$ cat config.mk
export PLATFORM = sky130hd
export DESIGN_NAME = tel_fifo
export DESIGN_NICKNAME = d
export VERILOG_FILES = /design/src/rtl/core/tel_pkg.sv /design/src/rtl/core/tel_fifo.sv
export VERILOG_INCLUDE_DIRS = /design/src /design/src/rtl/core
export SDC_FILE = /design/constraint.sdc
export NUM_CORES = 1
export LEC_CHECK = 0
export BUFFER_PORTS_ARGS = -buffer_cell sky130_fd_sc_hd__buf_2
export CELL_PAD_IN_SITES_DETAIL_PLACEMENT = 0
export CELL_PAD_IN_SITES_GLOBAL_PLACEMENT = 1
export CORE_MARGIN = 3
export CORE_UTILIZATION = 42
export CTS_BUF_LIST = sky130_fd_sc_hd__clkbuf_8
export CTS_CLUSTER_DIAMETER = 50
export DETAILED_ROUTE_END_ITERATION = 16
export HOLD_SLACK_MARGIN = 0.06
export PLACE_DENSITY = 0.85
export RECOVER_POWER = 100
export SLEW_MARGIN = 20
export SYNTH_ARGS = -nofsm -noshare
export SYNTH_HDL_FRONTEND = slang
export SYNTH_SLANG_ARGS = --single-unit
$ cat constraint.sdc
create_clock -name clk -period 7.7 [get_ports clk]
set_input_delay 2.31 -clock clk [delete_from_list [all_inputs] [get_ports clk]]
set_output_delay 2.31 -clock clk [all_outputs]
set_load 0.01 [all_outputs]
$ cat src/rtl/core/assert_macros.svh
// assertion helpers shared by the rtl files
`ifndef ASSERT_MACROS_SVH
`define ASSERT_MACROS_SVH

// property holds on every clock edge outside reset
`define TEL_ASSERT(lbl, clk, rst, prop, msg) \
  lbl: assert property (@(posedge clk) disable iff (rst) (prop)) else $error(msg);

// condition implies result in the following cycle
`define TEL_ASSERT_NEXT(lbl, clk, rst, cond, res, msg) \
  lbl: assert property (@(posedge clk) disable iff (rst) (cond) |=> (res)) else $error(msg);

`endif

$ cat src/rtl/core/tel_pkg.sv
// ----------------------------------------------------------------------------
// tel_pkg
// Shared widths, register codes, exp table and job types of the triplet
// exponential loss and gradient block.
// ----------------------------------------------------------------------------
`default_nettype none

package tel_pkg;

  localparam int CHANNELS_DEF = 64;

  localparam int ELEM_W   = 16;
  localparam int WEIGHT_W = 16;
  localparam int DIFF_W   = 17;
  localparam int DIST_W   = 40;
  localparam int CNT_W    = 7;
  localparam int SUM_W    = 48;
  localparam int COEF_W   = 46;
  localparam int GRAD_W   = 32;
  localparam int LOSS_W   = 32;
  localparam int INVB_W   = 17;
  localparam int CFG_IDX_W  = 2;
  localparam int CFG_DATA_W = 32;
  localparam int EXP_STEPS  = 12;

  localparam logic [CFG_IDX_W-1:0] REG_MARGIN     = 2'd0;
  localparam logic [CFG_IDX_W-1:0] REG_GRAD_SCALE = 2'd1;
  localparam logic [CFG_IDX_W-1:0] REG_INV_BATCH  = 2'd2;

  localparam logic [31:0]        MARGIN_RST     = 32'd16777216;
  localparam logic [31:0]        GRAD_SCALE_RST = 32'd65536;
  localparam logic [INVB_W-1:0]  INV_BATCH_RST  = 17'd65536;
  localparam logic [INVB_W-1:0]  INV_BATCH_MAX  = 17'd65536;

  localparam logic [30:0] LOG2E_Q30 = 31'd1549082005;
  localparam logic [30:0] ONE_Q30   = 31'd1073741824;
  // hinge of 12.0 in q.24 and above saturates the exponential
  localparam logic [40:0] HINGE_SAT = 41'd201326592;

  // 2^(2^-(j+1)) in q1.30
  function automatic logic [30:0] pow2_frac(input logic [3:0] j);
    logic [30:0] v;
    case (j)
      4'd0:    v = 31'd1518500250;
      4'd1:    v = 31'd1276901417;
      4'd2:    v = 31'd1170923762;
      4'd3:    v = 31'd1121280440;
      4'd4:    v = 31'd1097253709;
      4'd5:    v = 31'd1085434107;
      4'd6:    v = 31'd1079572136;
      4'd7:    v = 31'd1076653033;
      4'd8:    v = 31'd1075196444;
      4'd9:    v = 31'd1074468888;
      4'd10:   v = 31'd1074105294;
      4'd11:   v = 31'd1073923544;
      default: v = ONE_Q30;
    endcase
    return v;
  endfunction

  typedef struct packed {
    logic [DIST_W-1:0]   dist_p;
    logic [DIST_W-1:0]   dist_n;
    logic [WEIGHT_W-1:0] weight;
    logic                last_sample;
    logic [CNT_W-1:0]    cnt;
    logic                bank;
  } job_t;

  typedef struct packed {
    logic valid;
    logic bank;
  } release_t;

endpackage

`default_nettype wire

$ cat src/rtl/core/tel_fifo.sv
// ----------------------------------------------------------------------------
// tel_fifo
// Two entry queue of finished sample jobs between front and back.
// ----------------------------------------------------------------------------
`default_nettype none
`include "assert_macros.svh"

module tel_fifo (
  input  wire logic         clk,
  input  wire logic         rst,
  input  wire logic         push,
  input  tel_pkg::job_t     push_job,
  input  wire logic         pop,
  output tel_pkg::job_t     head,
  output logic              empty
);

  import tel_pkg::*;

  job_t       slot [2];
  logic       wr_ptr;
  logic       rd_ptr;
  logic [1:0] count;
  logic       full;

  assign empty = (count == 2'd0);
  assign full  = (count == 2'd2);
  assign head  = slot[rd_ptr];

  always_ff @(posedge clk) begin
    if (push) begin
      slot[wr_ptr] <= push_job;
    end
    if (rst) begin
      wr_ptr <= 1'b0;
      rd_ptr <= 1'b0;
      count  <= 2'd0;
    end else begin
      if (push) begin
        wr_ptr <= ~wr_ptr;
      end
      if (pop) begin
        rd_ptr <= ~rd_ptr;
      end
      count <= count + {1'b0, push} - {1'b0, pop};
    end
  end

  `TEL_ASSERT(a_no_overflow, clk, rst, !(push && full && !pop), "job queue overflow")
  `TEL_ASSERT(a_no_underflow, clk, rst, !(pop && empty), "job queue underflow")

endmodule

`default_nettype wire

# == Word level (Yosys, flattened, before mapping) ==
# Memories as Yosys holds them, arrays and structs flattened. A register that Yosys moved wholly into a read port is not among the register bits.
# Cells that the tools add are included.
# classes
bitwise,2
mux,4
addsub,2
n_reduce_logical,1
# ops
op,count
$mux W1,4
$add A2 B1 Y2,1
$logic_not A2 Y1,1
$not A1 Y1,2
$sub A2 B1 Y2,1
# totals
ram_bits,210
in_bits,109
memories,1
wordCells,13
regBits,4
# memory_table
memory,depth,width,rd,rd_ports_with_merged_regs,write_ports,line,rtl
slot,2,105,1,1,1,tel_fifo.sv:20,job_t slot [2];

# == Logic depth before layout (Yosys ltp) ==
# depth
depth_word,3
ltp_mapped,6
ltp_nobuf,6

# == Worst setup path before layout ==
# OpenSTA, ideal clock, no wires.
# synth_path
path_type,in2reg
from,input push
to,"memory slot[0][0] (netlist name), enable pin"
required_time_ps,7118
path_stages,1
path_slack_ps,242
t_arrival_ps,6876
cell_sequence,nor2b_1
# synth_between
elab_chain_len,2
# synth_rtl
item,line,rtl
from (decl),tel_fifo.sv:11,"input wire logic push,"
$mux W1,tel_fifo.sv:31,if (push) begin
$mux W1 (not written as such),tel_fifo.sv:32,slot[wr_ptr] <= push_job;
to (decl),tel_fifo.sv:20,
# Every way passes these cells.

# == Worst setup path in the final report ==
# layout_path
from,input push
to,"memory slot[1][97] (netlist name), enable pin"
# Same word-level chain as after synthesis.

==> results.txt <==
Status = finished, violations left
Failing checks = max-capacitance violations, max-slew violations
Min Tclk post-route = 5.71 ns
Post-route design area = 0.00960 mm²
Routed Antenna Nets = 0
Die height = 144 µm
Synthesis Warnings = 0
Slew @ Worst Pin = 4.02 ns
CTS tree = yes
Register share of total power = 54.7%
Power density cells = 267 mW/mm²
Syn_area_per_cell = 23.2 µm²
N_diodes = 0
Top sig layer = met4
Post-synthesis sequential area ratio = 79.7%
Combinational share of power = 9.5%
Worst-skew pair later-pin latency = 0.50 ns
Longest Clk Path Bufs = 3
Max-slew violations = 157
Drt wl/cell = 17.6 µm
Dpl cell area = 0.00929 mm²
Grt total ovfl = 0
Hold Path Class = flip-flop to flip-flop
Fin Setup TNS = 0 ns
Post-CTS Hold Fix Bufs = 0
Metal2 WL = 7120 µm
Pre-Repair DR Iteration Count = 4
Num Clock Sinks = 215
Max VDD drop = 150 µV
Initial antenna violation count = 0
Setup Fix Bufs, Post-CTS = 0
Vias/cell = 4.80
Commonest cells after routing, fill and taps aside = edfxtp_1 (210), clkbuf_1 (120), buf_2 (95)
Fin Hold WS = 0.517 ns
CTS Buf Count = 36
First DRT Iteration DRCs = 136
Worst endpoint data arrival time = 5.83 ns
Design Power = 2570 µW
Initial Util = 43.7%
Leakage = 0.00337 µW
Fin crit share = 74.2%
Final hold vios = 0
Vias in the first global route = 4356
Worst Clk Skew = 0.00912 ns
Share of layout cells above drive strength 1 = 31.9%
Crit end category = flip-flop
Mapped Cells = 347
Root Buffer = clkbuf_8
Final setup viols = 0
# rows = 49
Largest net degree at the start of global routing = 73
Placeable Area = 0.0184 mm²
Die ar. = 0.0208 mm²
FMAX = 0.175 GHz
Cell-internal power = 1990 µW
GP Congestion = 0.724
Met1 Wirelength = 5960 µm
FF+latch count, synth = 215
H-Tree Depth = 2
# IOs = 215
MaxCap Viol Count = 3
NetSw = 575 µW
Crit path required time = 7.82 ns
GRT Util Overall = 13.7%
Synth unique cells = 15
Commonest non-fill, non-tap cell in the layout = edfxtp_1
Die Wd = 144 µm
First-pass GRT wire length = 22100 µm
Post-cts gate resize count = 0
Drt total wl = 14900 µm
Clock network power share = 35.8%
Detailed placer's ending HPWL = 9700 µm
Total number of vias = 4045
Met3 routed WL = 1430 µm
Final #Nets = 702
IO buf count = 214
Switching part of the total = 22.4%
Clock Pin Slew Worst Setup and Hold Paths = 0.06 ns
Total nets after synthesis = 458
Unrepaired setup endpoints after global routing = false
Cell area after synthesis = 0.00804 mm²
Worst setup SP type = primary input
Area Growth Syn to Fin = 19.4%
Crit Path Category = primary input to flip-flop
Residual DRC = 0
Relative slew slack = -168%
Critical path fanouts, max = 57
Filler cells = 1583
==> path summary, 6_finish.rpt <==
check,from,endpoint,slack (ns),cells past startpoint
worst min register to register,rd_ptr,flip-flop,0.52,2
worst max-delay path,push,slot[1][97],1.99,3
worst min-delay path,rd_ptr,flip-flop,0.52,2
worst max register to register,wr_ptr,slot[1][97],3.63,2
==> cell usage after synthesis <==
library cell / n / area share [%]
and2_1: 1 / 0.078
buf_12: 5 / 1.2
buf_2: 5 / 0.31
buf_6: 1 / 0.14
buf_8: 1 / 0.19
dfxtp_1: 5 / 1.2
edfxtp_1: 210 / 78
ha_1: 2 / 0.31
inv_1: 2 / 0.093
mux2_2: 55 / 7.7
mux2_4: 50 / 9.3
nor2_1: 5 / 0.23
nor2b_1: 2 / 0.16
xnor2_1: 2 / 0.22
xnor3_1: 1 / 0.28
==> power by group through the flow <==
stage          clock, µW  combinational [µW]  sequential, µW
5_1_grt             1010                 268            1410
2_1_floorplan          0                 194            1410
3_3_place_gp           0                 284            1420
4_1_cts              954                 291            1400
6_report             919                 245            1400
3_5_place_dp           0                 289            1430
==> metal layers <==
metal / vias to the layer above / global-route usage (%)
met5: - / 0
met4: 0 / 6.14
met3: 31 / 5.39
met2: 179 / 22.5
met1: 1966 / 15.9
li1: 1869 / -
==> flip-flops by register name, indices dropped and copies added, names as in the netlist, named ones only <==
| name | flops |
|---|---|
| slot | 210 |
| rd_ptr | 1 |
| count | 2 |
| wr_ptr | 1 |
==> logic make-up after synthesis <==
kind of cell	after synthesis	share of synthesized area, %
flip-flops	215	79.7
XOR/XNOR	3	0.498
AND/OR/NAND/NOR	8	0.467
buffers and inverters	14	1.98
adder cells (fa/ha/maj)	2	0.311
multiplexers	105	17.0
==> stage by stage <==
| stage | util (%) | cells | worst slack, ns |
|---|---|---|---|
| floorplan | - | 347 | 0.242 |
| global placement | 50.5 | 782 | 3.10 |
| detailed placement | 50.5 | 782 | 3.05 |
| CTS | 54.1 | 843 | 2.49 |
| global route | 52.2 | 843 | 1.49 |
| finish | 52.2 | 843 | 1.99 |
==> worst max-delay path: stages <==
cell	delay, ns
clkbuf_1	0.17
and2_0	2.40
buf_4	0.91
==> layout make-up <==
| class | count | area [µm²] | area share [%] |
|---|---|---|---|
| tap | 229 | 287 | 2.99 |
| inverter | 2 | 7.51 | 0.0782 |
| clock buffer | 37 | 509 | 5.31 |
| multi-input combinational | 118 | 1290 | 13.5 |
| clock inverter | 24 | 148 | 1.54 |
| sequential | 215 | 6410 | 66.8 |
| timing repair buffer | 218 | 945 | 9.84 |
No activity file was read; power rests on OpenSTA's default activity.
