===== src/rtl/core/assert_macros.svh =====
// assertion helpers shared by the rtl files
`ifndef ASSERT_MACROS_SVH
`define ASSERT_MACROS_SVH

// property holds on every clock edge outside reset
`define TEL_ASSERT(lbl, clk, rst, prop, msg) \
  lbl: assert property (@(posedge clk) disable iff (rst) (prop)) else $error(msg);

// condition implies result in the following cycle
`define TEL_ASSERT_NEXT(lbl, clk, rst, cond, res, msg) \
  lbl: assert property (@(posedge clk) disable iff (rst) (cond) |=> (res)) else $error(msg);

`endif


===== src/rtl/core/tel_pkg.sv =====
// ----------------------------------------------------------------------------
// tel_pkg
// Shared widths, register codes, exp table and job types of the triplet
// exponential loss and gradient block.
// ----------------------------------------------------------------------------
`default_nettype none

package tel_pkg;

  localparam int CHANNELS_DEF = 64;

  localparam int ELEM_W   = 16;
  localparam int WEIGHT_W = 16;
  localparam int DIFF_W   = 17;
  localparam int DIST_W   = 40;
  localparam int CNT_W    = 7;
  localparam int SUM_W    = 48;
  localparam int COEF_W   = 46;
  localparam int GRAD_W   = 32;
  localparam int LOSS_W   = 32;
  localparam int INVB_W   = 17;
  localparam int CFG_IDX_W  = 2;
  localparam int CFG_DATA_W = 32;
  localparam int EXP_STEPS  = 12;

  localparam logic [CFG_IDX_W-1:0] REG_MARGIN     = 2'd0;
  localparam logic [CFG_IDX_W-1:0] REG_GRAD_SCALE = 2'd1;
  localparam logic [CFG_IDX_W-1:0] REG_INV_BATCH  = 2'd2;

  localparam logic [31:0]        MARGIN_RST     = 32'd16777216;
  localparam logic [31:0]        GRAD_SCALE_RST = 32'd65536;
  localparam logic [INVB_W-1:0]  INV_BATCH_RST  = 17'd65536;
  localparam logic [INVB_W-1:0]  INV_BATCH_MAX  = 17'd65536;

  localparam logic [30:0] LOG2E_Q30 = 31'd1549082005;
  localparam logic [30:0] ONE_Q30   = 31'd1073741824;
  // hinge of 12.0 in q.24 and above saturates the exponential
  localparam logic [40:0] HINGE_SAT = 41'd201326592;

  // 2^(2^-(j+1)) in q1.30
  function automatic logic [30:0] pow2_frac(input logic [3:0] j);
    logic [30:0] v;
    case (j)
      4'd0:    v = 31'd1518500250;
      4'd1:    v = 31'd1276901417;
      4'd2:    v = 31'd1170923762;
      4'd3:    v = 31'd1121280440;
      4'd4:    v = 31'd1097253709;
      4'd5:    v = 31'd1085434107;
      4'd6:    v = 31'd1079572136;
      4'd7:    v = 31'd1076653033;
      4'd8:    v = 31'd1075196444;
      4'd9:    v = 31'd1074468888;
      4'd10:   v = 31'd1074105294;
      4'd11:   v = 31'd1073923544;
      default: v = ONE_Q30;
    endcase
    return v;
  endfunction

  typedef struct packed {
    logic [DIST_W-1:0]   dist_p;
    logic [DIST_W-1:0]   dist_n;
    logic [WEIGHT_W-1:0] weight;
    logic                last_sample;
    logic [CNT_W-1:0]    cnt;
    logic                bank;
  } job_t;

  typedef struct packed {
    logic valid;
    logic bank;
  } release_t;

endpackage

`default_nettype wire


===== src/rtl/core/tel_front.sv =====
// ----------------------------------------------------------------------------
// tel_front
// Accepts elements, buffers the differences into the current bank and
// accumulates both squared distances; closes a sample into a job.
// ----------------------------------------------------------------------------
`default_nettype none
`include "assert_macros.svh"

module tel_front #(
  parameter int CHANNELS = tel_pkg::CHANNELS_DEF,
  parameter int ADDR_W   = 7
) (
  input  wire logic                                clk,
  input  wire logic                                rst,
  input  wire logic                                in_valid,
  output logic                                     in_stall,
  input  wire logic signed [tel_pkg::ELEM_W-1:0]   anchor,
  input  wire logic signed [tel_pkg::ELEM_W-1:0]   positive,
  input  wire logic signed [tel_pkg::ELEM_W-1:0]   negative,
  input  wire logic        [tel_pkg::WEIGHT_W-1:0] sample_weight,
  input  wire logic                                last_element,
  input  wire logic                                last_sample,
  output logic                                     wr_en,
  output logic             [ADDR_W-1:0]            wr_addr,
  output logic             [2*tel_pkg::DIFF_W-1:0] wr_data,
  output logic                                     push,
  output tel_pkg::job_t                            push_job,
  input  tel_pkg::release_t                        rel
);

  import tel_pkg::*;

  localparam int IDX_W = ADDR_W - 1;
  localparam int CW    = $clog2(CHANNELS + 1);
  localparam logic [CW-1:0] CH_LIM = CW'(CHANNELS);

  logic [CW-1:0]            count;
  logic [DIST_W-1:0]        acc_p;
  logic [DIST_W-1:0]        acc_n;
  logic                     bank;
  logic [1:0]               busy;
  logic [1:0]               busy_next;
  logic                     accept;
  logic                     room;
  logic signed [DIFF_W-1:0] dap;
  logic signed [DIFF_W-1:0] dan;
  logic [2*DIFF_W-1:0]      sq_p;
  logic [2*DIFF_W-1:0]      sq_n;
  logic [DIST_W-1:0]        acc_p_next;
  logic [DIST_W-1:0]        acc_n_next;
  logic [CW-1:0]            count_next;

  assign in_stall = busy[bank];
  assign accept   = in_valid && !in_stall;
  assign room     = (count < CH_LIM);

  assign dap  = DIFF_W'(anchor) - DIFF_W'(positive);
  assign dan  = DIFF_W'(anchor) - DIFF_W'(negative);
  // full width square, operands widened before the multiply
  assign sq_p = $unsigned((2*DIFF_W)'(dap) * (2*DIFF_W)'(dap));
  assign sq_n = $unsigned((2*DIFF_W)'(dan) * (2*DIFF_W)'(dan));

  // words past the buffer depth only close the sample
  assign acc_p_next = room ? acc_p + DIST_W'(sq_p) : acc_p;
  assign acc_n_next = room ? acc_n + DIST_W'(sq_n) : acc_n;
  assign count_next = room ? count + CW'(1) : count;

  assign wr_en   = accept && room;
  assign wr_addr = {bank, count[IDX_W-1:0]};
  assign wr_data = {dap, dan};

  assign push                 = accept && last_element;
  assign push_job.dist_p      = acc_p_next;
  assign push_job.dist_n      = acc_n_next;
  assign push_job.weight      = sample_weight;
  assign push_job.last_sample = last_sample;
  assign push_job.cnt         = CNT_W'(count_next);
  assign push_job.bank        = bank;

  always_comb begin
    busy_next = busy;
    if (rel.valid) begin
      busy_next[rel.bank] = 1'b0;
    end
    if (push) begin
      busy_next[bank] = 1'b1;
    end
  end

  always_ff @(posedge clk) begin
    if (rst) begin
      count <= '0;
      acc_p <= '0;
      acc_n <= '0;
      bank  <= 1'b0;
      busy  <= 2'b00;
    end else begin
      busy <= busy_next;
      if (accept) begin
        if (last_element) begin
          count <= '0;
          acc_p <= '0;
          acc_n <= '0;
          bank  <= ~bank;
        end else begin
          count <= count_next;
          acc_p <= acc_p_next;
          acc_n <= acc_n_next;
        end
      end
    end
  end

  `TEL_ASSERT(a_release_busy, clk, rst, !rel.valid || busy[rel.bank], "release of idle bank")
  `TEL_ASSERT_NEXT(a_push_marks, clk, rst, push, busy[!bank], "pushed bank not marked busy")

endmodule

`default_nettype wire


===== config.mk =====
export PLATFORM = sky130hd
export DESIGN_NAME = tel_front
export DESIGN_NICKNAME = d
export VERILOG_FILES = /design/src/rtl/core/tel_pkg.sv /design/src/rtl/core/tel_front.sv
export VERILOG_INCLUDE_DIRS = /design/src /design/src/rtl/core
export SDC_FILE = /design/constraint.sdc
export NUM_CORES = 2
export LEC_CHECK = 0
export BUFFER_PORTS_ARGS = -buffer_cell sky130_fd_sc_hd__buf_2
export CORE_ASPECT_RATIO = 1.75
export CORE_UTILIZATION = 33
export CTS_CLUSTER_SIZE = 40
export DETAILED_ROUTE_END_ITERATION = 7
export GPL_ROUTABILITY_DRIVEN = 0
export PLACE_DENSITY = 0.61
export SLEW_MARGIN = 20
export SYNTH_ARGS = -nofsm -noshare
export SYNTH_HDL_FRONTEND = slang
export SYNTH_SLANG_ARGS = --single-unit
export TNS_END_PERCENT = 50

===== constraint.sdc =====
create_clock -name clk -period 12.2 [get_ports clk]
set_input_delay 1.22 -clock clk [delete_from_list [all_inputs] [get_ports clk]]
set_output_delay 1.22 -clock clk [all_outputs]
set_load 0.01 [all_outputs]

* After elaboration in Yosys (flattened, before gate mapping)
Index checks and enable logic that the tools add are counted.
** Operators by class
- Add/subtract/negate cells :: 5
- Multipliers :: 2
- Magnitude comparators :: 5
- Mux-type cells :: 14
- Bitwise logic cells :: 4
- Reductions and logical operators :: 7
** Operators by type and width (number)
- 40-bit 2-to-1 mux :: 4
- 40-bit by 34-bit adder with 40-bit output :: 2
- 17-bit by 17-bit multiplier with 34-bit output :: 2
- 16-bit by 16-bit subtractor with 17-bit output :: 2
- 7-bit 2-to-1 mux :: 2
- 7-bit by 1-bit adder with 7-bit output (second input constant) :: 1
- 7-bit < comparator (second input constant) :: 1
- 1-bit logical AND :: 5
- 1-bit by 2-bit < comparator with 1-bit output (second input constant) :: 2
- 1-bit 2-to-1 mux :: 4
- 2-bit 2-to-1 mux :: 2
- 2-bit AND :: 1
- 1-bit demux with 1-bit select :: 2
- 1-bit greater-or-equal comparator (second input constant) :: 2
- 2-bit NOT :: 1
- 2-bit bitwise OR :: 1
- 2-bit AND reduction :: 1
- 1-bit logical NOT :: 1
- 1-bit NOT :: 1
** Word-level totals
- Register bits :: 90
- Input bits :: 71
- Output and inout bits :: 149
- Logic and storage cells :: 42

* Depth between registers and ports, before layout
- Depth after elaboration :: 9
- Mapped depth :: 48
- Mapped depth without buffers :: 46

* Least setup slack after synthesis
No wires, ideal clock.
- Kind :: input-to-output
- Start point :: in anchor[0] (netlist bit)
- End point :: out push_job[96] (netlist bit)
- Arrival time :: 10516 ps
- Data required time :: 10980 ps
- Path slack :: 464 ps
- Cell stages on the path :: 46
- Path buffers :: 3
- Cells stage by stage :: inv_1 > ha_1 > inv_1 > fa_1 > a21o_1 > a21oi_1 > o21ai_1 > nor2b_1 > a311oi_1 > nor3b_1 > o21ai_1 > a21o_1 > buf_2 > inv_2 > clkbuf_1 > nor2_1 > fa_1 > fa_1 > (+10 left out) > a221oi_1 > o21a_1 > a21oi_1 > o21ai_1 > nor2_1 > a21oi_1 > xnor2_1 > ha_1 > clkbuf_1 > a21o_1 > a21o_1 > a21oi_1 > nand2_1 > a2111o_1 > nand2_1 > o21ai_0 > xnor2_1 > o21ai_0
** RTL lines
- start: declaration :: RTL line tel_front.sv:17 : input wire logic signed [tel_pkg::ELEM_W-1:0] anchor,
- end: declaration :: RTL line tel_front.sv:27 : output tel_pkg::job_t push_job,

==> key figures <==
Drt
  • Initial DRT Pass Iterations: 5
  • Post-Route WL: 93600 µm
  • Initial drt markers: roughly 1300
  • Routed vias/inst: between 5 and 6
  • Vias after detailed routing: about 25000
  • Residual DRC count: 0
  • Routed WL per cell: around 19 µm
  • Remaining antenna violation count: 0

Clock tree
  • Root Driver: clkbuf_16
  • Clock tree sinks: 90
  • CTS max path bufs: 2
  • H-tree levels: 3
  • Clock Latency Late Sink: approximately 0.38 ns
  • CTS buffer count: 9
  • Clk slew on worst S/H paths: approximately 0.07 ns
  • Cts hold-fix bufs: 0
  • TritonCTS clock tree: done

Logic synthesis
  • Synthesis-stage register bit count: 90
  • Post-synth ARST share: 0
  • Cell area after synthesis: approximately 29000 µm²
  • Syn nets: approximately 4300
  • XOR/XNOR Fraction of Synth Area: 0.0505
  • Synth Area in Adders: 0.492
  • Syn. warnings: 0
  • Mux share of post-synthesis cell area: 0.00549
  • Main combinational cell family by area after synthesis: adder cells
  • Simple-gate portion of the synthesized area: 0.141
  • Syn Inst Count: between 3000 and 4000
  • Cell variety after synth: 94
  • Compound-gate portion of the synthesized area: 0.132
  • EDFF count, synth: 0
  • Mapped Avg Cell Area: between 8 and 9 µm²
  • Seq/Total Area, Yosys: 0.0622
  • Main synth FF type: dfxtp_1

Floorplanning
  • Core ar.: 86800 µm²
  • Rows: about 140
  • DIE HEIGHT: a little under 400 µm
  • I/O Pins: 220
  • Starting Density: 0.334
  • Die X: 226 µm
  • Die Footprint: between 80000 and 90000 µm²

Global routing
  • Global-route usage over all layers: 0.211
  • First-pass GRT wire length: between 100000 and 150000 µm
  • Largest net degree at the start of global routing: 84
  • Initial antenna violation count: 2
  • Gr ovfl total: 0
  • Vias in the first global route: ~27000

Final layout
  • Antenna Cells: 0
  • Area growth from synthesis to layout: 20.4%
  • Layout cells sized above 1: 0.202
  • # nets final: roughly 4800
  • Layout Utilization: 0.402

STA
  • Worst-case clock skew: about 0.01 ns
  • Worst slew pin tran: ~1.0 ns
  • Fmax: 0.0835 GHz
  • Fin crit period: about 12 ns
  • RSZ-0062 raised after global routing: true
  • Hold Vio Cnt, Final: 0
  • Final Cycle Share: 0.982
  • Rel. slew slack: 0.323
  • Slew Limit Fails: 0
  • Final setup fails: 0

Flow run
  • Total of max-cap violations: 0

Worst setup path
  • Kind of critical path: in -> out
  • Crit. End Element: primary output
  • Arr. time, crit path: between 10 and 15 ns
  • Crit-path max FO: 5
  • Critical Path Source Type: input pin
  • Worst EP required: about 11 ns
  • Slowest CP cell: fa_1
  • Crit-path max cell delay: around 0.55 ns

Worst hold path
  • Hold WC Path Type: reg -> reg

Place
  • Port Buffer Count: about 190
  • DP HPWL: about 80000 µm

Outcome
  • Status: finished, final reports clean
==> cell type report <==
cell class              instances  area (µm²)
multi-input cells            2467       24500
well taps                    1160        1450
flip-flops and latches         90        1810
clock inverters                 5        38.8
inverters                     745        2820
fillers                      8779       51900
clock buffers                  11         243
repair buffers                562        4020
==> Yosys cell counts (40+ instances only) <==
master	instances	area, µm²
inv_1	728	2730
a21o_1	67	503
nor2_1	283	1060
xor2_1	55	482
dfxtp_1	90	1800
a21oi_1	131	656
a22oi_1	40	300
clkbuf_1	78	293
and2_1	47	294
nor3_1	47	235
xnor2_1	112	981
o21ai_0	103	515
nand2_1	350	1310
fa_1	546	10900
ha_1	266	3330
==> final timing paths <==
check             cells after the start  startpoint            to  slack (ns)
setup / recovery                     49   anchor[0]  push_job[96]        0.22
hold / removal                        2   acc_p[38]     acc_p[38]        0.47
setup reg to reg                      6    count[6]     acc_p[28]        8.06
hold reg to reg                       2   acc_p[38]     acc_p[38]        0.47
==> registers in the layout, indices dropped and copies added (netlist names) <==
signal,flops
acc_p,40
bank,1
acc_n,40
busy,2
count,7
==> cells in the final DEF, fill, tap and decap left out, drive strengths merged, types with 35 or more instances in the layout <==
cell / n
inv: 738
buf: 561
fa: 546
nand2: 351
nor2: 283
ha: 266
a21oi: 135
o21ai: 135
xnor2: 112
dfxtp: 90
a21o: 67
xor2: 55
nor3: 50
and2: 47
a22oi: 40
nand3: 35
==> what timing repair did <==
action | 4_1_cts | 5_1_grt
resized for setup | 20 | 190
cloned | 0 | 1
buffers inserted | 11 | 24
endpoints found under the hold margin | 0 | 0
pin swaps | 21 | 112
setup endpoints to repair | 31 | 35
==> worst max-delay path, delay by kind of cell <==
family,cells,cell delay [ns]
XOR/XNOR,2,0.36
AND/OR/NAND/NOR,9,0.99
buffers and inverters,14,1.44
AO/OA/AOI/OAI,14,2.78
adder cells (fa/ha/maj),10,3.93
==> routing by layer <==
layer  vias up  routed length [µm]  track usage
li1      11700                   -            -
met1     12600               31100        0.207
met2       641               52700        0.414
met3       299                2920       0.0198
met4         0                6850        0.131
met5         -                   0            0
==> per-stage QoR <==
step | setup TNS (ns) | hold WS (ns) | setup slack (ns) | instances | instance area [µm²]
6_report | 0 | 0.466 | 0.220 | 5040 | 34900
5_1_grt | -1.38 | 0.496 | -0.164 | 5040 | 34900
4_1_cts | 0 | 0.467 | 0.00682 | 5016 | 33900
3_5_place_dp | -5.30 | 0.457 | -0.378 | 4989 | 33400
3_3_place_gp | -4.49 | 0.443 | -0.365 | 4989 | 33400
2_1_floorplan | 0 | 0.435 | 0.464 | 3429 | 29000
==> cells by family after synthesis <==
kind of cell,after synthesis
fa+ha+maj,812
buf+inv,872
xor+xnor,167
simple gates,905
flops,90
mux,15
compound gates,568
Power is not shown: default switching activity piles up to over one toggle a cycle in this logic, so the estimate is an artifact.
